$ cat config.mk
export PLATFORM = sky130hd
export DESIGN_NAME = hybrid_tdma_csma_slot_access
export DESIGN_NICKNAME = d
export VERILOG_FILES = /design/src/rtl/htcsa_pkg.sv /design/src/rtl/htcsa_mod.sv /design/src/rtl/hybrid_tdma_csma_slot_access.sv
export SDC_FILE = /design/constraint.sdc
export NUM_CORES = 1
export LEC_CHECK = 0
export ABC_AREA = 1
export BUFFER_PORTS_ARGS = -buffer_cell sky130_fd_sc_hd__buf_2
export CAP_MARGIN = 40
export CORE_ASPECT_RATIO = 1.1
export CORE_UTILIZATION = 29
export CTS_BUF_LIST = sky130_fd_sc_hd__clkbuf_4 sky130_fd_sc_hd__clkbuf_8
export DETAILED_ROUTE_END_ITERATION = 7
export GPL_TIMING_DRIVEN = 0
export PLACE_DENSITY = 0.56
export SYNTH_ARGS = -nofsm -noshare
export SYNTH_HDL_FRONTEND = slang
export SYNTH_SLANG_ARGS = --single-unit
$ cat constraint.sdc
create_clock -name i_clk -period 9.6 [get_ports i_clk]
set_clock_uncertainty 0.1 [all_clocks]
set_input_delay 0.48 -clock i_clk [delete_from_list [all_inputs] [get_ports i_clk]]
set_output_delay 0.48 -clock i_clk [all_outputs]
set_load 0.02 [all_outputs]
$ cat src/rtl/htcsa_pkg.sv
// Shared types, constants and codes for the hybrid TDMA/CSMA slot access block.
package htcsa_pkg;

    // Default width of the time arithmetic
    localparam int TIME_BITS_DEF = 32;

    // Field widths
    localparam int NOW_W     = 32;
    localparam int RAND_W    = 16;
    localparam int BACKOFF_W = 16;
    localparam int PROD_W    = 20;   // my_slot (8) times slot_ticks (12)

    // Configuration register indexes (paddr[4:2])
    localparam logic [2:0] REG_MY_SLOT       = 3'd0;
    localparam logic [2:0] REG_SLOT_TICKS    = 3'd1;
    localparam logic [2:0] REG_FRAME_TICKS   = 3'd2;
    localparam logic [2:0] REG_GUARD_TICKS   = 3'd3;
    localparam logic [2:0] REG_PRE_GUARD     = 3'd4;
    localparam logic [2:0] REG_BACKOFF_LIMIT = 3'd5;

    // Configuration reset values
    localparam logic [7:0]  RST_MY_SLOT       = 8'd0;
    localparam logic [11:0] RST_SLOT_TICKS    = 12'd10;
    localparam logic [15:0] RST_FRAME_TICKS   = 16'd60;
    localparam logic [7:0]  RST_GUARD_TICKS   = 8'd1;
    localparam logic [7:0]  RST_PRE_GUARD     = 8'd1;
    localparam logic [15:0] RST_BACKOFF_LIMIT = 16'd512;

    // Result outcome codes
    typedef enum logic [2:0] {
        OUT_IDLE      = 3'd0,
        OUT_SLOT_SEND = 3'd1,
        OUT_CSMA_SEND = 3'd2,
        OUT_CSMA_BUSY = 3'd3,
        OUT_WAITED    = 3'd4,
        OUT_QUEUED    = 3'd5,
        OUT_QUEUE_ERR = 3'd6
    } t_outcome;

    // Serial modulo unit control and status
    typedef struct packed {
        logic start;
    } t_div_ctl;

    typedef struct packed {
        logic busy;
        logic done;
    } t_div_sts;

endpackage

$ cat src/rtl/htcsa_mod.sv
// Serial restoring modulo unit: one dividend bit per cycle, 16-bit divisor.
module htcsa_mod #(
    parameter int TIME_BITS = htcsa_pkg::TIME_BITS_DEF
) (
    input  logic                    i_clk,
    input  logic                    i_rst_n,
    input  htcsa_pkg::t_div_ctl     i_ctl,
    input  logic [TIME_BITS-1:0]    i_dividend,
    input  logic [15:0]             i_divisor,
    output htcsa_pkg::t_div_sts     o_sts,
    output logic [15:0]             o_rem
);

    localparam int CNT_W = $clog2(TIME_BITS + 1);

    logic [CNT_W-1:0]     r_cnt;
    logic                 r_busy;
    logic                 r_done;
    logic [TIME_BITS-1:0] r_dvd;
    logic [15:0]          r_rem;
    logic [15:0]          r_dsr;

    logic [16:0] w_trial;
    logic        w_ge;
    logic [15:0] w_rem_nxt;

    // Shift in the next dividend bit and subtract where it fits
    always_comb begin
        w_trial   = {r_rem, r_dvd[TIME_BITS-1]};
        w_ge      = (w_trial >= {1'b0, r_dsr});
        w_rem_nxt = w_ge ? 16'(w_trial - {1'b0, r_dsr}) : w_trial[15:0];
    end

    // Step control
    always_ff @(posedge i_clk) begin
        if (!i_rst_n) begin
            r_busy <= 1'b0;
            r_done <= 1'b0;
            r_cnt  <= '0;
        end else begin
            r_done <= 1'b0;
            if (i_ctl.start && !r_busy) begin
                r_busy <= 1'b1;
                r_cnt  <= CNT_W'(TIME_BITS);
            end else if (r_busy) begin
                r_cnt <= r_cnt - 1'b1;
                if (r_cnt == CNT_W'(1)) begin
                    r_busy <= 1'b0;
                    r_done <= 1'b1;
                end
            end
        end
    end

    // Operand and partial remainder
    always_ff @(posedge i_clk) begin
        if (i_ctl.start && !r_busy) begin
            r_dvd <= i_dividend;
            r_dsr <= i_divisor;
            r_rem <= '0;
        end else if (r_busy) begin
            r_dvd <= {r_dvd[TIME_BITS-2:0], 1'b0};
            r_rem <= w_rem_nxt;
        end
    end

    assign o_sts.busy = r_busy;
    assign o_sts.done = r_done;
    assign o_rem      = r_rem;

`ifndef ASSERT_OFF
    // A finished remainder is always below the divisor
    a_rem_below: assert property (@(posedge i_clk) disable iff (!i_rst_n)
        r_done |-> (r_rem < r_dsr))
        else $error("modulo remainder not below divisor");
`endif

endmodule

$ cat src/rtl/hybrid_tdma_csma_slot_access.sv
// Top level: slot access decision sequencer, configuration registers and result register.
//
//  channel  | direction | handshake                  | word
//  ---------+-----------+----------------------------+---------------------------------------
//  in       | to block  | i_in_valid / o_in_ready    | action, now, chan_idle, random, ok
//  out      | from block| o_out_valid / i_out_ready  | outcome, transmit, backoff, rearm, repl
//  apb      | to block  | psel/penable, pready = 1   | six configuration registers
//
// A queue event or an unarmed timer event goes from idle to the done state, which loads
// the result register once it is free. An armed timer event passes the time modulo, slot
// and decide states (serial modulo unit, one time bit per cycle); a backoff draw reruns it.
// o_in_ready is high only while the sequencer is idle; a result held in the output
// register does not block the next word until that word's own result is ready.
// Reset is synchronous: pending and armed clear, registers take their defaults.
module hybrid_tdma_csma_slot_access #(
    parameter int TIME_BITS = htcsa_pkg::TIME_BITS_DEF
) (
    input  logic        i_clk,
    input  logic        i_rst_n,
    // input word
    input  logic        i_in_valid,
    output logic        o_in_ready,
    input  logic        i_action,
    input  logic [31:0] i_now,
    input  logic        i_chan_idle,
    input  logic [15:0] i_random_value,
    input  logic        i_alloc_ok,
    // result word
    output logic        o_out_valid,
    input  logic        i_out_ready,
    output logic [2:0]  o_outcome,
    output logic        o_transmit,
    output logic [15:0] o_backoff_ticks,
    output logic        o_rearm_timer,
    output logic        o_replaced_old,
    // configuration
    input  logic        psel,
    input  logic        penable,
    input  logic        pwrite,
    input  logic [4:0]  paddr,
    input  logic [31:0] pwdata,
    output logic [31:0] prdata,
    output logic        pready
);

    typedef enum logic [2:0] {
        S_IDLE,
        S_MODT,
        S_SLOT,
        S_DECIDE,
        S_MODR,
        S_DONE
    } t_state;

    // Configuration registers
    logic [7:0]  r_my_slot;
    logic [11:0] r_slot_ticks;
    logic [15:0] r_frame_ticks;
    logic [7:0]  r_guard_ticks;
    logic [7:0]  r_pre_guard;
    logic [15:0] r_backoff_limit;

    // Sequencer and block state
    t_state               r_state;
    logic                 r_pending;
    logic                 r_armed;
    logic [TIME_BITS-1:0] r_time;
    logic                 r_clear;
    logic [15:0]          r_rnd;
    logic [htcsa_pkg::PROD_W-1:0] r_prod;
    logic [TIME_BITS-1:0] r_sstart;
    logic [TIME_BITS-1:0] r_send;
    logic [TIME_BITS-1:0] r_pstart;

    // Staged result and output register
    htcsa_pkg::t_outcome  r_res_outcome;
    logic                 r_res_tx;
    logic [15:0]          r_res_backoff;
    logic                 r_res_rearm;
    logic                 r_res_repl;
    logic                 r_out_valid;
    htcsa_pkg::t_outcome  r_out_outcome;
    logic                 r_out_tx;
    logic [15:0]          r_out_backoff;
    logic                 r_out_rearm;
    logic                 r_out_repl;

    // Modulo unit hookup
    htcsa_pkg::t_div_ctl  div_ctl;
    htcsa_pkg::t_div_sts  div_sts;
    logic [TIME_BITS-1:0] div_dividend;
    logic [15:0]          div_divisor;
    logic [15:0]          div_rem;

    logic w_cfg_wr;
    logic w_accept;
    logic w_outside;
    logic w_waited;
    logic w_out_free;

    assign w_cfg_wr   = psel && penable && pwrite && pready;
    assign w_accept   = i_in_valid && o_in_ready;
    assign o_in_ready = (r_state == S_IDLE);
    assign w_out_free = !r_out_valid || i_out_ready;
    assign pready     = 1'b1;

    // Slot window compares
    assign w_outside = (r_time < r_sstart) || (r_time > r_send);
    assign w_waited  = (r_time >= r_pstart) && (r_time < r_send);

    // Start the modulo unit on the time (idle) or on the random value (decide)
    always_comb begin
        div_ctl.start = 1'b0;
        div_dividend  = TIME_BITS'(i_now);
        div_divisor   = (r_frame_ticks == 16'd0) ? 16'd1 : r_frame_ticks;
        if (r_state == S_IDLE) begin
            div_ctl.start = w_accept && !i_action && r_armed;
        end else if (r_state == S_DECIDE) begin
            div_ctl.start = w_outside && r_pending;
            div_dividend  = TIME_BITS'(r_rnd);
            div_divisor   = (r_backoff_limit == 16'd0) ? 16'd1 : r_backoff_limit;
        end
    end

    htcsa_mod #(
        .TIME_BITS (TIME_BITS)
    ) u_mod (
        .i_clk      (i_clk),
        .i_rst_n    (i_rst_n),
        .i_ctl      (div_ctl),
        .i_dividend (div_dividend),
        .i_divisor  (div_divisor),
        .o_sts      (div_sts),
        .o_rem      (div_rem)
    );

    // Configuration writes
    always_ff @(posedge i_clk) begin
        if (!i_rst_n) begin
            r_my_slot       <= htcsa_pkg::RST_MY_SLOT;
            r_slot_ticks    <= htcsa_pkg::RST_SLOT_TICKS;
            r_frame_ticks   <= htcsa_pkg::RST_FRAME_TICKS;
            r_guard_ticks   <= htcsa_pkg::RST_GUARD_TICKS;
            r_pre_guard     <= htcsa_pkg::RST_PRE_GUARD;
            r_backoff_limit <= htcsa_pkg::RST_BACKOFF_LIMIT;
        end else if (w_cfg_wr) begin
            case (paddr[4:2])
                htcsa_pkg::REG_MY_SLOT:       r_my_slot       <= pwdata[7:0];
                htcsa_pkg::REG_SLOT_TICKS:    r_slot_ticks    <= pwdata[11:0];
                htcsa_pkg::REG_FRAME_TICKS:   r_frame_ticks   <= pwdata[15:0];
                htcsa_pkg::REG_GUARD_TICKS:   r_guard_ticks   <= pwdata[7:0];
                htcsa_pkg::REG_PRE_GUARD:     r_pre_guard     <= pwdata[7:0];
                htcsa_pkg::REG_BACKOFF_LIMIT: r_backoff_limit <= pwdata[15:0];
                default: ;
            endcase
        end
    end

    // Register read back
    always_comb begin
        case (paddr[4:2])
            htcsa_pkg::REG_MY_SLOT:       prdata = 32'(r_my_slot);
            htcsa_pkg::REG_SLOT_TICKS:    prdata = 32'(r_slot_ticks);
            htcsa_pkg::REG_FRAME_TICKS:   prdata = 32'(r_frame_ticks);
            htcsa_pkg::REG_GUARD_TICKS:   prdata = 32'(r_guard_ticks);
            htcsa_pkg::REG_PRE_GUARD:     prdata = 32'(r_pre_guard);
            htcsa_pkg::REG_BACKOFF_LIMIT: prdata = 32'(r_backoff_limit);
            default:                      prdata = 32'd0;
        endcase
    end

    // Sequencer: state, block state and result register
    always_ff @(posedge i_clk) begin
        if (!i_rst_n) begin
            r_state     <= S_IDLE;
            r_pending   <= 1'b0;
            r_armed     <= 1'b0;
            r_out_valid <= 1'b0;
        end else begin
            // drop the result once taken, unless a new one loads now
            if (r_out_valid && i_out_ready && (r_state != S_DONE)) begin
                r_out_valid <= 1'b0;
            end
            case (r_state)
                S_IDLE: begin
                    if (w_accept) begin
                        r_time        <= TIME_BITS'(i_now);
                        r_clear       <= i_chan_idle;
                        r_rnd         <= i_random_value;
                        r_prod        <= htcsa_pkg::PROD_W'(r_my_slot)
                                         * htcsa_pkg::PROD_W'(r_slot_ticks);
                        r_res_tx      <= 1'b0;
                        r_res_backoff <= '0;
                        r_res_repl    <= i_action && r_pending;
                        if (i_action) begin
                            // queue event: store pending, arm the timer once
                            r_res_outcome <= i_alloc_ok ? htcsa_pkg::OUT_QUEUED
                                                        : htcsa_pkg::OUT_QUEUE_ERR;
                            r_res_rearm   <= !r_armed;
                            r_pending     <= i_alloc_ok;
                            r_armed       <= 1'b1;
                            r_state       <= S_DONE;
                        end else if (!r_armed) begin
                            r_res_outcome <= htcsa_pkg::OUT_IDLE;
                            r_res_rearm   <= 1'b0;
                            r_state       <= S_DONE;
                        end else begin
                            r_res_rearm   <= 1'b1;
                            r_state       <= S_MODT;
                        end
                    end
                end
                S_MODT: begin
                    // slot start = now - (now mod frame) + my_slot * slot_ticks
                    if (div_sts.done) begin
                        r_sstart <= r_time - TIME_BITS'(div_rem) + TIME_BITS'(r_prod);
                        r_state  <= S_SLOT;
                    end
                end
                S_SLOT: begin
                    r_send   <= r_sstart + TIME_BITS'(r_slot_ticks)
                                - TIME_BITS'(r_guard_ticks);
                    r_pstart <= r_sstart - TIME_BITS'(r_pre_guard);
                    r_state  <= S_DECIDE;
                end
                S_DECIDE: begin
                    if (w_outside) begin
                        if (r_pending) begin
                            r_state <= S_MODR;
                        end else begin
                            r_res_outcome <= w_waited ? htcsa_pkg::OUT_WAITED
                                                      : htcsa_pkg::OUT_IDLE;
                            r_state       <= S_DONE;
                        end
                    end else begin
                        if (r_pending) begin
                            r_res_outcome <= htcsa_pkg::OUT_SLOT_SEND;
                            r_res_tx      <= 1'b1;
                            r_pending     <= 1'b0;
                        end else begin
                            r_res_outcome <= htcsa_pkg::OUT_IDLE;
                        end
                        r_state <= S_DONE;
                    end
                end
                S_MODR: begin
                    // backoff drawn; send if the channel is clear
                    if (div_sts.done) begin
                        r_res_backoff <= div_rem;
                        if (r_clear) begin
                            r_res_outcome <= htcsa_pkg::OUT_CSMA_SEND;
                            r_res_tx      <= 1'b1;
                            r_pending     <= 1'b0;
                        end else begin
                            r_res_outcome <= htcsa_pkg::OUT_CSMA_BUSY;
                        end
                        r_state <= S_DONE;
                    end
                end
                S_DONE: begin
                    // hold until the output register is free
                    if (w_out_free) begin
                        r_out_valid   <= 1'b1;
                        r_out_outcome <= r_res_outcome;
                        r_out_tx      <= r_res_tx;
                        r_out_backoff <= r_res_backoff;
                        r_out_rearm   <= r_res_rearm;
                        r_out_repl    <= r_res_repl;
                        r_state       <= S_IDLE;
                    end
                end
                default: begin
                    r_state <= S_IDLE;
                end
            endcase
        end
    end

    assign o_out_valid     = r_out_valid;
    assign o_outcome       = r_out_outcome;
    assign o_transmit      = r_out_tx;
    assign o_backoff_ticks = r_out_backoff;
    assign o_rearm_timer   = r_out_rearm;
    assign o_replaced_old  = r_out_repl;

`ifndef ASSERT_OFF
    // The modulo unit is never busy while a new word may enter
    a_idle_unit: assert property (@(posedge i_clk) disable iff (!i_rst_n)
        o_in_ready |-> !div_sts.busy)
        else $error("modulo unit busy while sequencer idle");

    // Once armed, the slot timer stays armed
    a_armed_sticks: assert property (@(posedge i_clk) disable iff (!i_rst_n)
        r_armed |=> r_armed)
        else $error("timer armed flag fell");

    // Transmit goes with exactly the two send outcomes
    a_tx_outcome: assert property (@(posedge i_clk) disable iff (!i_rst_n)
        o_out_valid |-> (o_transmit == ((o_outcome == htcsa_pkg::OUT_SLOT_SEND) ||
                                        (o_outcome == htcsa_pkg::OUT_CSMA_SEND))))
        else $error("transmit flag disagrees with outcome");

    // A backoff shows up only on a CSMA outcome
    a_backoff_csma: assert property (@(posedge i_clk) disable iff (!i_rst_n)
        (o_out_valid && (o_backoff_ticks != 16'd0)) |->
            ((o_outcome == htcsa_pkg::OUT_CSMA_SEND) ||
             (o_outcome == htcsa_pkg::OUT_CSMA_BUSY)))
        else $error("backoff on a non-CSMA outcome");
`endif

endmodule

## Word level (Yosys, flattened, before mapping)

Cells that the tools add are included.

| word-level totals | value |
|---|---|
| output and inout port bits | 57 |
| logic and storage cells | 171 |
| input bits | 95 |
| register bits | 355 |

| cells by class | value |
|---|---|
| order comparisons | 5 |
| multiply operators | 1 |
| $add $sub $neg | 7 |
| muxes and demuxes | 58 |
| bitwise operators | 2 |
| equal/unequal tests | 22 |
| reduce and logical (&&, ||, !) cells | 42 |

Operator list:

| kind | count |
|---|---|
| 32-bit two-way mux | 4 |
| 16-bit two-way mux | 7 |
| 16-bit one-hot mux with 6 select lines | 1 |
| 32-bit < comparator | 2 |
| 32-bit by 8-bit subtractor with 32-bit output | 2 |
| 3-bit two-way mux | 14 |
| 32-bit by 12-bit adder with 32-bit output | 1 |
| 32-bit by 20-bit adder with 32-bit output | 1 |
| 32-bit >= comparator | 1 |
| 32-bit greater-than comparator | 1 |
| 16-bit logical NOT | 2 |
| 16-bit one-hot mux with 2 select lines | 1 |
| 32-bit by 16-bit subtractor with 32-bit output | 1 |
| 1-bit two-way mux | 24 |
| 8-bit by 12-bit multiplier with 20-bit output | 1 |
| 3-bit one-hot mux with 6 select lines | 1 |
| 17-bit by 16-bit >= comparator with 1-bit output | 1 |
| 16-bit subtractor | 1 |
| 2-bit AND reduction | 7 |
| 3-bit by 2-bit == test with 1-bit output, second input constant | 4 |
| 3-bit == test, second input constant | 4 |
| 6-bit two-way mux | 2 |
| 3-bit AND reduction | 4 |
| 6-bit AND reduction | 2 |
| 20 further kinds | 48 |

## Logic depth before layout (Yosys ltp)

Gate-level depths: netlist of run 1.

| depth | value |
|---|---|
| depth after elaboration | 7 |
| gate-level depth with buffers | 21 |
| mapped depth without buffers | 21 |

## By module

Synthesis of run 1 repeated with hierarchy kept, for this count alone.

| unflattened totals | value |
|---|---|
| cells, all modules | 3,070 |
| area total of the unflattened synthesis | 25,630.8 µm² |

By module, submodules not included:

| module | cells an instance | area an instance (µm²) | sequential area each (µm²) | times used |
|---|---|---|---|---|
| hybrid_tdma_csma_slot_access | 2,554 | 21,494.4 | 7,757.4 | 1 |
| htcsa_mod | 516 | 4,136.5 | 1,921.8 | 1 |

## Least setup slack after synthesis of run 1

Ideal clock, no wire load.

| timing | value |
|---|---|
| path type | register to register |
| start point | register r_state[0] |
| end point | register r_clear, enable pin |
| clock period less this slack | 6.339 ns |
| path buffers | 0 |
| data arrival time | 5.649 ns |
| required time | 8.910 ns |
| setup slack | 3.261 ns |
| library setup time | 0.590 ns |
| stages on the path, launching flop included | 6 |
| cell sequence | dfxtp_1 nor2_2 inv_2 nor2_4 inv_2 nor3_1 |

| on the way | value |
|---|---|
| cells in the longest elaborated chain, start to end | 3 |

Ends and longest elaborated chain:

| element | line | RTL |
|---|---|---|
| from (decl) | hybrid_tdma_csma_slot_access.sv:64 | `t_state r_state;` |
| from (signal assigned) | hybrid_tdma_csma_slot_access.sv:175 | `r_state <= S_IDLE;` |
| from (signal assigned) | hybrid_tdma_csma_slot_access.sv:202 | `r_state <= S_DONE;` |
| from (signal assigned) | hybrid_tdma_csma_slot_access.sv:206 | `r_state <= S_DONE;` |
| 3-bit logical NOT * | hybrid_tdma_csma_slot_access.sv:103 | `assign o_in_ready = (r_state == S_IDLE);` |
| named net o_in_ready | hybrid_tdma_csma_slot_access.sv:22 | `output logic o_in_ready,` |
| 1-bit logical AND | hybrid_tdma_csma_slot_access.sv:102 | `assign w_accept = i_in_valid && o_in_ready;` |
| 3-bit AND reduction (no source line) * | -- |  |
| to (signal assigned) | hybrid_tdma_csma_slot_access.sv:188 | `r_clear <= i_chan_idle;` |
| to (decl) | hybrid_tdma_csma_slot_access.sv:68 | `logic r_clear;` |

The timed path passes the listed nets; every way through them passes the cells marked *.
A chain may end at the register's enable or synchronous reset.

## Worst setup path in the final report of run 1

| timing | value |
|---|---|
| start point | register r_my_slot[3] |
| end point | register r_prod[16] (netlist name), data pin |

| on the way | value |
|---|---|
| cells in the longest elaborated chain, start to end | 1 |

Ends and longest elaborated chain:

| element | line | RTL |
|---|---|---|
| from (decl) | hybrid_tdma_csma_slot_access.sv:56 | `logic [7:0] r_my_slot;` |
| from (signal assigned) | hybrid_tdma_csma_slot_access.sv:140 | `r_my_slot <= htcsa_pkg::RST_MY_SLOT;` |
| from (signal assigned) | hybrid_tdma_csma_slot_access.sv:148 | `htcsa_pkg::REG_MY_SLOT: r_my_slot <= pwdata[7:0];` |
| 8-bit by 12-bit multiplier with 20-bit output | hybrid_tdma_csma_slot_access.sv:191 | `* htcsa_pkg::PROD_W'(r_slot_ticks);` |
| to (signal assigned) | hybrid_tdma_csma_slot_access.sv:190 | `r_prod <= htcsa_pkg::PROD_W'(r_my_slot)` |
| to (decl) | hybrid_tdma_csma_slot_access.sv:70 | `logic [htcsa_pkg::PROD_W-1:0] r_prod;` |

No other way between the ends.

==> impl_results.md, run 1 <==
* Clock transition at path regs at 80 ps
* Commonest non-fill, non-tap cell in the layout: inv_1
* Yosys reg bits at 355
* CP cell instances: clkbuf_1, nand2_1, fa_1, fa_1, inv_1, fa_1, inv_1, fa_1, inv_1, ha_1, nand2_1, inv_1, a21oi_1, o21ai_0, a21boi_0, nor3_1, nor2_1, xnor2_1
* Met3 Track Usage GR at 2.132%
* Critical-path top delay cell: fa_1
* Min Hold Slack at 62.21 ps
* Final min period at 5463 ps
* Area Growth Syn to Fin at 17.46%
* Gr usage total at 17.42%
* CTS tree: done
* Met1 global-route usage at 21.85%
* Pwr dens at 183.5 nW/um2
* WL/cell at 17.19 um
* DR vias/cell at 4.605
* Slew @ Worst Pin at 799.2 ps
* CP arrival at 5860 ps
* Synthesized area per cell at 8.512 um2
* Worst hold path type: in2reg
* Final hold vios at 0
* 1st-iter DRT viols at 1228
* Final Max Slew Viols at 0
* CP startpoint kind: flip-flop
* VDD IR max at 117.3 uV
* Clock Path Buffers at 3
* Register area at 9679 um2
* Slowest Stage Delay on Critical Path at 530 ps
* Fin crit share at 56.91%
* Initial antenna violation count at 3
* R2R Path Start: r_my_slot[3]
* Antenna Nets Post-Route at 0
* Setup TNS at 0 ps
* Starting Density at 29.41%
* WL final at 76030 um
* Yosys top cell area share at 30.74%
* I/O pins at 152
* Largest cells by area after synthesis: edfxtp_1 31%, ha_1 13%, inv_1 8.9%, nand2_1 8.8%, dfxtp_1 7.8%
* Fill cell count at 8897
* Synth warnings at 0
* DRT Pass-1 Iters at 6
* Die ar. at 87740 um2
* Layer with the highest usage: met2
* Post-synth top area cell: edfxtp_1
* Clk_lat worst skew at 720 ps
* Syn Std Cell Area at 25100 um2
* Slew headroom at 46.43%
* Commonest cells after routing, fill and taps aside: 596 x inv_1, 589 x nand2_1, 257 x edfxtp_1, 252 x ha_1, 214 x a21oi_1
* CP Max Fanout at 10
* Highest clock rate at 183.1 MHz
* Pre-CTS setup slack at 4171 ps
* Overflow after GRT at 0
* Vias at 20364
* GPL Wtd Cong at 0.9488
* Power Total at 5.411 mW
* First-pass GRT wire length at 116400 um
* Multi-input gate area at 12810 um2
* Crit path depth at 18
* Cell Rows at 112
* Met2 Use GR at 30.21%
* Max-cap viol count at 0
* Post-synthesis sequential area ratio at 38.56%
* DRC violation count after routing at 0
* R2R depth at 18
* Vias in the first global route at 20264
* # Post-CTS Setup Buffers at 0
* CP required at 10000 ps
* Fin util at 34.55%
* Worst path top cell family by delay: adder cells
* RR Endpoint: r_prod[16]
* Unrepaired setup endpoints after global routing: false
* Leakage at 14.22 nW
* Critical path capture point: r_prod[16]
* Setup Viol. Count Final at 0
* Largest net degree at the start of global routing at 31
* Layout cell share with drive strength beyond 1 at 9.784%
* Syn Inst Count at 2949
* WS Path Type: reg2reg
* CP bufs+invs at 5
* Final setup margin at 4137 ps
* CTS Root Cell: clkbuf_8
* Chip Height at 310.6 um
* PortBufs at 116
* Clock buffer count from CTS at 60
* Die width at 282.5 um
* H-tree depth at 2
* Clock sink total at 355
* Core area at 85340 um2
* Setup slack, reg-to-reg at 4140 ps
* DP HPWL at 60770 um
* Yosys cell types at 59
* Worst Setup End Kind: flip-flop
* Run status: completed
* Nets at 3664
* Setup crit start: r_my_slot[3]
==> stage by stage <==
step	instances	instance area [um2]
finish	4422	29490
floorplan	2964	25160
global placement	4220	27170
detailed placement	4242	27450
CTS	4421	29480
global route	4422	29490
==> flip-flops by register name, summed over array words and instances (netlist names), 6 cells and up <==
register,flops
u_mod.o_rem,16
r_frame_ticks,16
r_pstart,32
r_res_backoff,16
r_backoff_limit,16
r_my_slot,8
u_mod.r_dsr,16
r_slot_ticks,12
r_sstart,32
o_backoff_ticks,16
r_pre_guard,8
r_prod,20
r_guard_ticks,8
r_time,32
u_mod.r_cnt,6
u_mod.r_dvd,32
r_send,32
r_rnd,16
==> kinds of logic after synthesis <==
logic type,Yosys count,share of synthesized area (%)
buf+inv,687,10.77
other cells,2,0.02992
fa+ha+maj,338,19.42
xor+xnor,115,4.012
compound gates,478,10.68
simple gates,974,16.54
flops,355,38.56
==> report_power, final <==
group	internal [mW]	switching [mW]	leakage (nW)
clock	0.872	0.694	0.715
sequential	1.89	0.171	3.14
combinational	0.642	1.14	10.4
total	3.41	2.00	14.2
==> cell usage after synthesis (all sizes together) <==
master,instances
a211oi,2
a21boi,5
a21o,11
a21oi,218
a221oi,4
a22o,1
a22oi,12
a31oi,9
a41oi,2
buf,33
clkbuf,44
clkinv,2
conb,2
dfxtp,98
edfxtp,257
fa,86
ha,252
inv,608
nand2,595
nand3,84
nand3b,25
nand4,19
nor2,200
nor3,31
nor4,20
o2111ai,3
o211ai,14
o21a,7
o21ai,164
o21bai,6
o221a,1
o221ai,4
o22ai,11
o311ai,1
o31ai,3
xnor2,29
xor2,86
==> layout make-up <==
| class | instances | share of cell area (%) |
|---|---|---|
| multi-input combinational | 1922 | 43.43 |
| sequential | 355 | 32.83 |
| inverter | 610 | 7.765 |
| timing repair buffer | 205 | 5.109 |
| tap | 1140 | 4.837 |
| clock buffer | 82 | 3.530 |
| buffer | 77 | 1.400 |
| clock inverter | 30 | 1.095 |
| antenna | 1 | 0.008486 |
==> repair_timing <==
action | CTS | global route
hold buffers | 67 | 0
resized for setup | 0 | 0
hold endpoints to repair | 86 | 0
==> worst register-to-register path, cell delays in order, from the launching register on <==
cell and delay (ps):
dfxtp_1 500, clkbuf_1 490, nand2_1 160, fa_1 510, fa_1 500, inv_1 60, fa_1 530, inv_1 80
fa_1 530, inv_1 40, ha_1 340, nand2_1 70, inv_1 50, a21oi_1 80, o21ai_0 410, a21boi_0 260
nor3_1 200, nor2_1 80, xnor2_1 250
==> how the worst min path moves through the flow <==
stage | startpoint | endpoint | depth (start not counted)
after floorplan | r_res_backoff[0] | o_backoff_ticks[0] | 0
after global placement | r_res_backoff[9] | o_backoff_ticks[9] | 0
after detailed placement | r_res_outcome[0] | o_outcome[0] | 0
after CTS | pwdata[7] | r_my_slot[7] | 3
after global routing | pwdata[7] | r_my_slot[7] | 3
final | pwdata[7] | r_frame_ticks[7] | 3
==> per-layer routing <==
metal  wire (um)  vias to the layer above
met5          11                        -
met4        2719                        2
met3        3667                      142
met2       37360                      491
met1       32280                     9627
li1            -                    10102
(Power assumes the default switching activity.)
==> run 2: changes to the inputs <==
Settings changed: ABC_AREA 1 to 0, PLACE_DENSITY 0.56 to 0.58.
Clock period 9.6 ns to 4.6 ns, I/O delays scaled along.
==> impl_results.md, run 2 <==
* Final Max Slew Viols at 0
* Pint at 6.179 mW
* Final hold vios at 0
* Max-cap viol count at 0
* Worst hold path type: in2reg
* Nets at 3180
* Switching share of power at 30.78%
* Leakage at 12.57 nW
* Post-synthesis sequential area ratio at 39.75%
* Fin crit share at 99.48%
* Register area at 9719 um2
* First-pass GRT wire length at 103700 um
* Layout cell share with drive strength beyond 1 at 14.13%
* Slew @ Worst Pin at 836.4 ps
* Largest net degree at the start of global routing at 47
* Power Total at 8.927 mW
* Syn Std Cell Area at 24350 um2
* Clock buffer count from CTS at 66
* Setup Viol. Count Final at 0
* Synth warnings at 0
* CP cell instances: buf_8, buf_4, nand2_1, fa_2, fa_1, inv_2, fa_1, inv_1, fa_2, inv_2, ha_4, or3_4, o31ai_4, o211a_1, o21bai_1, a21oi_1, xnor2_1
* Net switching power at 2.748 mW
* Antenna Nets Post-Route at 0
* Critical-path top delay cell: fa_1
* Die ar. at 85120 um2
* Syn Inst Count at 2453
* Multi-input gate area at 13180 um2
* Clock transition at path regs at 60 ps
* Area Growth Syn to Fin at 19.10%
* CP Max Fanout at 5
* Highest clock rate at 218.5 MHz
* Post-synth top area cell: edfxtp_1
* DP HPWL at 52020 um
* Run status: completed
* CTS tree: done
* WS Path Type: reg2reg
* Chip Height at 305.9 um
* Yosys cell types at 93
* Starting Density at 29.27%
* WL/cell at 17.35 um
* DR vias/cell at 4.762
* Most frequent cell after synthesis: inv_1
* Worst Setup End Kind: flip-flop
* Commonest cells after routing, fill and taps aside: 358 x inv_1, 257 x edfxtp_1, 244 x ha_1, 229 x nand2_1, 129 x nor2_1
* Clk_lat worst skew at 650 ps
* Final setup margin at 24.01 ps
* Main synth FF type: edfxtp_1
* Clk pwr share at 34.3%
* GPL Wtd Cong at 0.8972
* Synthesized area per cell at 9.926 um2
* Clock sink total at 355
* 1st-iter DRT viols at 1124
* Cell Rows at 111
* Combinational fraction of design power at 22.6%
* Setup TNS at 0 ps
* DRC violation count after routing at 0
* Final min period at 4576 ps
* CP required at 4870 ps
* DRT Pass-1 Iters at 5
* Initial antenna violation count at 3
* CTS Root Cell: clkbuf_8
* Number of synthesized flops with an enable pin at 257
* Async S/R FF share, synth at 0%
* Post-synth top cells: 367 x inv_1, 257 x edfxtp_1, 252 x ha_1
* Vias at 18433
* Pwr dens at 307.8 nW/um2
* Commonest non-fill, non-tap cell in the layout: inv_1
* H-tree depth at 3
* Fill cell count at 8399
* Slew headroom at 44.24%
* PortBufs at 114
* Clock Path Buffers at 3
* Yosys top cell area share at 31.70%
* Vias in the first global route at 18575
* I/O pins at 152
* Die width at 278.3 um
* CP startpoint kind: flip-flop
* Core area at 83190 um2
* Overflow after GRT at 0
* Slowest Stage Delay on Critical Path at 520 ps
* Yosys reg bits at 355
* CP arrival at 4840 ps
* WL final at 67160 um
* Reg power frac at 43.2%
* Gr usage total at 15.69%
* Unrepaired setup endpoints after global routing: true
* VDD IR max at 150.4 uV
* Largest cells by area after synthesis: edfxtp_1 32%, ha_1 13%, dfxtp_1 8.1%, fa_1 7.1%, inv_1 5.7%
* Pre-CTS setup slack at -725.5 ps
run 2: cell types whose count changed after synthesis, moves of 41 or more:
| cell | delta |
|---|---|
| inv_1 | -229 |
| nand2_1 | -361 |
| nor2_1 | -59 |
| mux2i_1 | +41 |
| and2_1 | +80 |
| a21oi_1 | -91 |
| xor2_1 | -64 |
| xnor2_1 | +58 |
| nand3_1 | -50 |
| o21ai_0 | -89 |
run 2: path summary, 6_finish.rpt:
path	start	to	slack [ps]	depth (start not counted)
worst max-delay path	r_my_slot[2]	r_prod[18]	20	17
worst min-delay path	penable	r_pre_guard[7]	100	5
worst max register to register	r_my_slot[2]	r_prod[18]	20	17
worst min register to register	r_res_backoff[11]	o_backoff_ticks[11]	310	0
run 2: per-stage QoR:
| stage | cell area [um2] | instances | hold slack, ps | utilization [%] |
|---|---|---|---|---|
| 2_1_floorplan | 24420 | 2468 | 228.9 | - |
| 3_3_place_gp | 26330 | 3655 | 301.7 | 31.65 |
| 3_5_place_dp | 26530 | 3665 | 304.5 | 31.89 |
| 4_1_cts | 28970 | 3867 | 56.05 | 34.82 |
| 5_1_grt | 29000 | 3870 | 133.9 | 34.86 |
| 6_report | 29000 | 3871 | 103.5 | 34.86 |
run 2: routing by layer:
metal  global-route usage [%]  wire length [um]  part of all wire (%)
met3                    2.065              3035                   4.5
met2                    26.58             31910                    48
met5                        0                 0                     0
met4                    7.182              2677                   4.0
met1                    19.81             29530                    44
run 2: area by class of cell:
cell class | count | area share (%)
Antenna cell | 2 | 0.01726
Buffer | 77 | 1.540
Clock buffer | 87 | 3.741
Clock inverter | 30 | 0.6947
Inverter | 371 | 4.811
Multi-Input combinational cell | 1657 | 45.43
Sequential cell | 355 | 33.52
Tap cell | 1073 | 4.630
Timing Repair Buffer | 219 | 5.618
run 2: power groups by stage:
stage	sequential [mW]	clock (mW)	combinational, mW
6_report	3.85	3.06	2.02
4_1_cts	3.86	3.14	2.01
2_1_floorplan	3.79	0	1.53
3_3_place_gp	3.93	0	1.92
3_5_place_dp	3.93	0	1.95
5_1_grt	3.86	3.27	2.27
run 2: logic make-up after synthesis:
group	Yosys count	synth area share, %
multiplexers	45	1.963
AND/OR/NAND/NOR	665	13.29
other	2	0.03084
AO/OA/AOI/OAI	483	13.56
buffers and inverters	456	7.456
adder cells (fa/ha/maj)	338	20.02
XOR/XNOR	109	3.921
flip-flops	355	39.75
run 2: timing repair:
action,4_1_cts,5_1_grt
buffers inserted,20,4
setup endpoints to repair,8,4
resized for setup,88,15
hold buffers,71,0
endpoints found under the hold margin,158,0
pin swaps,49,21
run 2: critical path, delay by kind of cell, from the launching register on:
kind	cells	cell delay, ps
flip-flops	1	360
AND/OR/NAND/NOR	2	430
XOR/XNOR	1	130
adder cells (fa/ha/maj)	5	2140
buffers and inverters	5	380
AO/OA/AOI/OAI	4	740
==> run 3: changes to the inputs <==
--- a/config.mk
+++ b/config.mk
@@ -10,9 +10,9 @@
 export CAP_MARGIN = 40
 export CORE_ASPECT_RATIO = 1.1
-export CORE_UTILIZATION = 29
+export CORE_UTILIZATION = 40
 export CTS_BUF_LIST = sky130_fd_sc_hd__clkbuf_4 sky130_fd_sc_hd__clkbuf_8
 export DETAILED_ROUTE_END_ITERATION = 7
 export GPL_TIMING_DRIVEN = 0
-export PLACE_DENSITY = 0.58
+export PLACE_DENSITY = 0.71
 export SYNTH_ARGS = -nofsm -noshare
 export SYNTH_HDL_FRONTEND = slang
==> constraint.sdc (replaced) <==
create_clock -name i_clk -period 4.6 [get_ports i_clk]
set_clock_uncertainty 0.1 [all_clocks]
set_input_delay 0.46 -clock i_clk [delete_from_list [all_inputs] [get_ports i_clk]]
set_output_delay 0.46 -clock i_clk [all_outputs]
set_load 0.02 [all_outputs]
==> impl_results.md, run 3 (synthesis results as in run 2) <==
* Run status: finished with violations
* Violated checks: setup timing
* Clock transition at path regs at 70 ps
* CP startpoint kind: flip-flop
* First-pass GRT wire length at 96120 um
* Fin crit share at 100.9%
* GPL Wtd Cong at 0.8951
* CP Max Fanout at 5
* Clock Path Buffers at 3
* Final min period at 4640 ps
* Vias at 18517
* Starting Density at 40.59%
* PortBufs at 114
* H-tree depth at 2
* Commonest non-fill, non-tap cell in the layout: inv_1
* Largest net degree at the start of global routing at 49
* DP HPWL at 47110 um
* Core area at 59980 um2
* Nets at 3170
* WS Path Type: reg2reg
* I/O pins at 152
* DRC violation count after routing at 0
* Initial antenna violation count at 3
* CTS tree: done
* Design Area, Final at 28480 um2
* Worst hold path type: in2reg
* Final setup margin at -39.75 ps
* Highest clock rate at 215.5 MHz
* CP arrival at 4960 ps
* Antenna Nets Post-Route at 0
* Final hold vios at 0
* Clk_lat worst skew at 720 ps
* Critical path capture point: r_prod[18]
* WL/cell at 17.35 um
* CP required at 4920 ps
* Fin cells at 3556
* Pwr dens at 307.3 nW/um2
* Die ar. at 61860 um2
* Commonest cells after routing, fill and taps aside: 358 x inv_1, 257 x edfxtp_1, 242 x ha_1, 226 x nand2_1, 129 x nor2_1
* CTS Root Cell: clkbuf_8
* Worst Setup End Kind: flip-flop
* Pre-CTS setup slack at -638.2 ps
* Die width at 237.2 um
* Overflow after GRT at 0
* Setup crit start: r_my_slot[4]
* R2R Path Start: r_my_slot[4]
* RR Endpoint: r_prod[18]
* Max-cap viol count at 0
* Layout cell share with drive strength beyond 1 at 14.24%
* DRT Pass-1 Iters at 5
* Clock buffer count from CTS at 59
* Clock sink total at 355
* Setup slack, reg-to-reg at -40 ps
* Power Total at 8.751 mW
* Slew @ Worst Pin at 923.7 ps
* Chip Height at 260.8 um
* DR vias/cell at 5.207
* Gr usage total at 19.75%
* Vias in the first global route at 18050
* VDD IR max at 233.3 uV
* WL final at 61700 um
* Placed insts at 3360
* Setup TNS at -39.75 ps
* Cell Rows at 94
* Area Growth Syn to Fin at 16.96%
* R2R depth at 16
* Leakage at 12.50 nW
* Setup Viol. Count Final at 1
* Unrepaired setup endpoints after global routing: true
* Final Max Slew Viols at 0
* Area after DPL at 26110 um2
* 1st-iter DRT viols at 1142
* Slew headroom at 38.42%
-- run 3: cell count changes in the layout (fill, tap and decap cells not counted), moves of 3 or more --
cell | before | now
clkbuf_8 | 71 | 62
clkinv_2 | 8 | 16
clkinv_1 | 17 | 11
dlygate4sd3_1 | 71 | 66
buf_2 | 120 | 123
clkinvlp_4 | 1 | 4
fa_1 | 79 | 82
fa_2 | 7 | 4
inv_6 | 3 | 0
nand2_1 | 229 | 226
-- run 3: routing by layer --
metal  wire (um)  part of all wire [%]  GRT usage, %  vias up
met5          12                 0.019             0        -
met2       28470                    46         32.95      623
met1       26590                    43         25.61     8742
met4        2529                   4.1         7.993        2
li1            -                     -             -     9023
met3        4095                   6.6         3.036      127
-- run 3: what timing repair did --
action                                  4_1_cts  5_1_grt
endpoints found under the hold margin       104        0
hold buffers                                 66        0
buffers inserted                             16       11
endpoints found under the setup margin        8        5
resized for setup                            82       24
pin swaps                                    37       40
-- run 3: area by class of cell --
type                            instances  area (um2)
Tap cell                              768       960.9
Timing Repair Buffer                  217        1578
Fill cell                            5380       31510
Antenna cell                            1       2.502
Clock buffer                           77       959.7
Multi-Input combinational cell       1657       13160
Buffer                                 76       437.9
Clock inverter                         34       256.5
Inverter                              371        1395
Sequential cell                       355        9723
-- run 3: worst max-delay path, stage by stage, from the launching register on --
cell and delay (ps):
dfxtp_4 340, buf_8 120, buf_4 130, and2_1 170, fa_2 390, fa_1 470, fa_1 560, inv_2 40
fa_2 560, inv_2 40, ha_4 160, or3_4 350, o31ai_4 330, o211a_1 230, o21bai_1 70, a21oi_1 180
xnor2_1 90
-- run 3: per-stage QoR --
stage	hold slack [ps]	utilization, %
floorplan	300.3	-
global placement	300.1	43.26
detailed placement	304.5	43.52
CTS	47.91	47.28
global route	69.05	47.48
finish	81.64	47.48
-- run 3: worst min-delay path by stage --
stage / startpoint / endpoint / slack (ps) / cells past startpoint
2_1_floorplan: r_res_backoff[0] / o_backoff_ticks[0] / 300 / 0
3_3_place_gp: r_res_backoff[12] / o_backoff_ticks[12] / 300 / 0
3_5_place_dp: r_res_backoff[7] / o_backoff_ticks[7] / 300 / 0
4_1_cts: i_action / r_res_outcome[2] / 50 / 2
5_1_grt: i_action / r_res_outcome[2] / 70 / 2
6_report: i_action / r_armed / 80 / 3
-- run 3: report_power, final --
group | switching (mW) | total [mW] | internal [mW]
Clock | 1.40 | 2.90 | 1.51
Sequential | 0.223 | 3.85 | 3.62
Combinational | 1.11 | 2.00 | 0.894
Total | 2.73 | 8.75 | 6.03
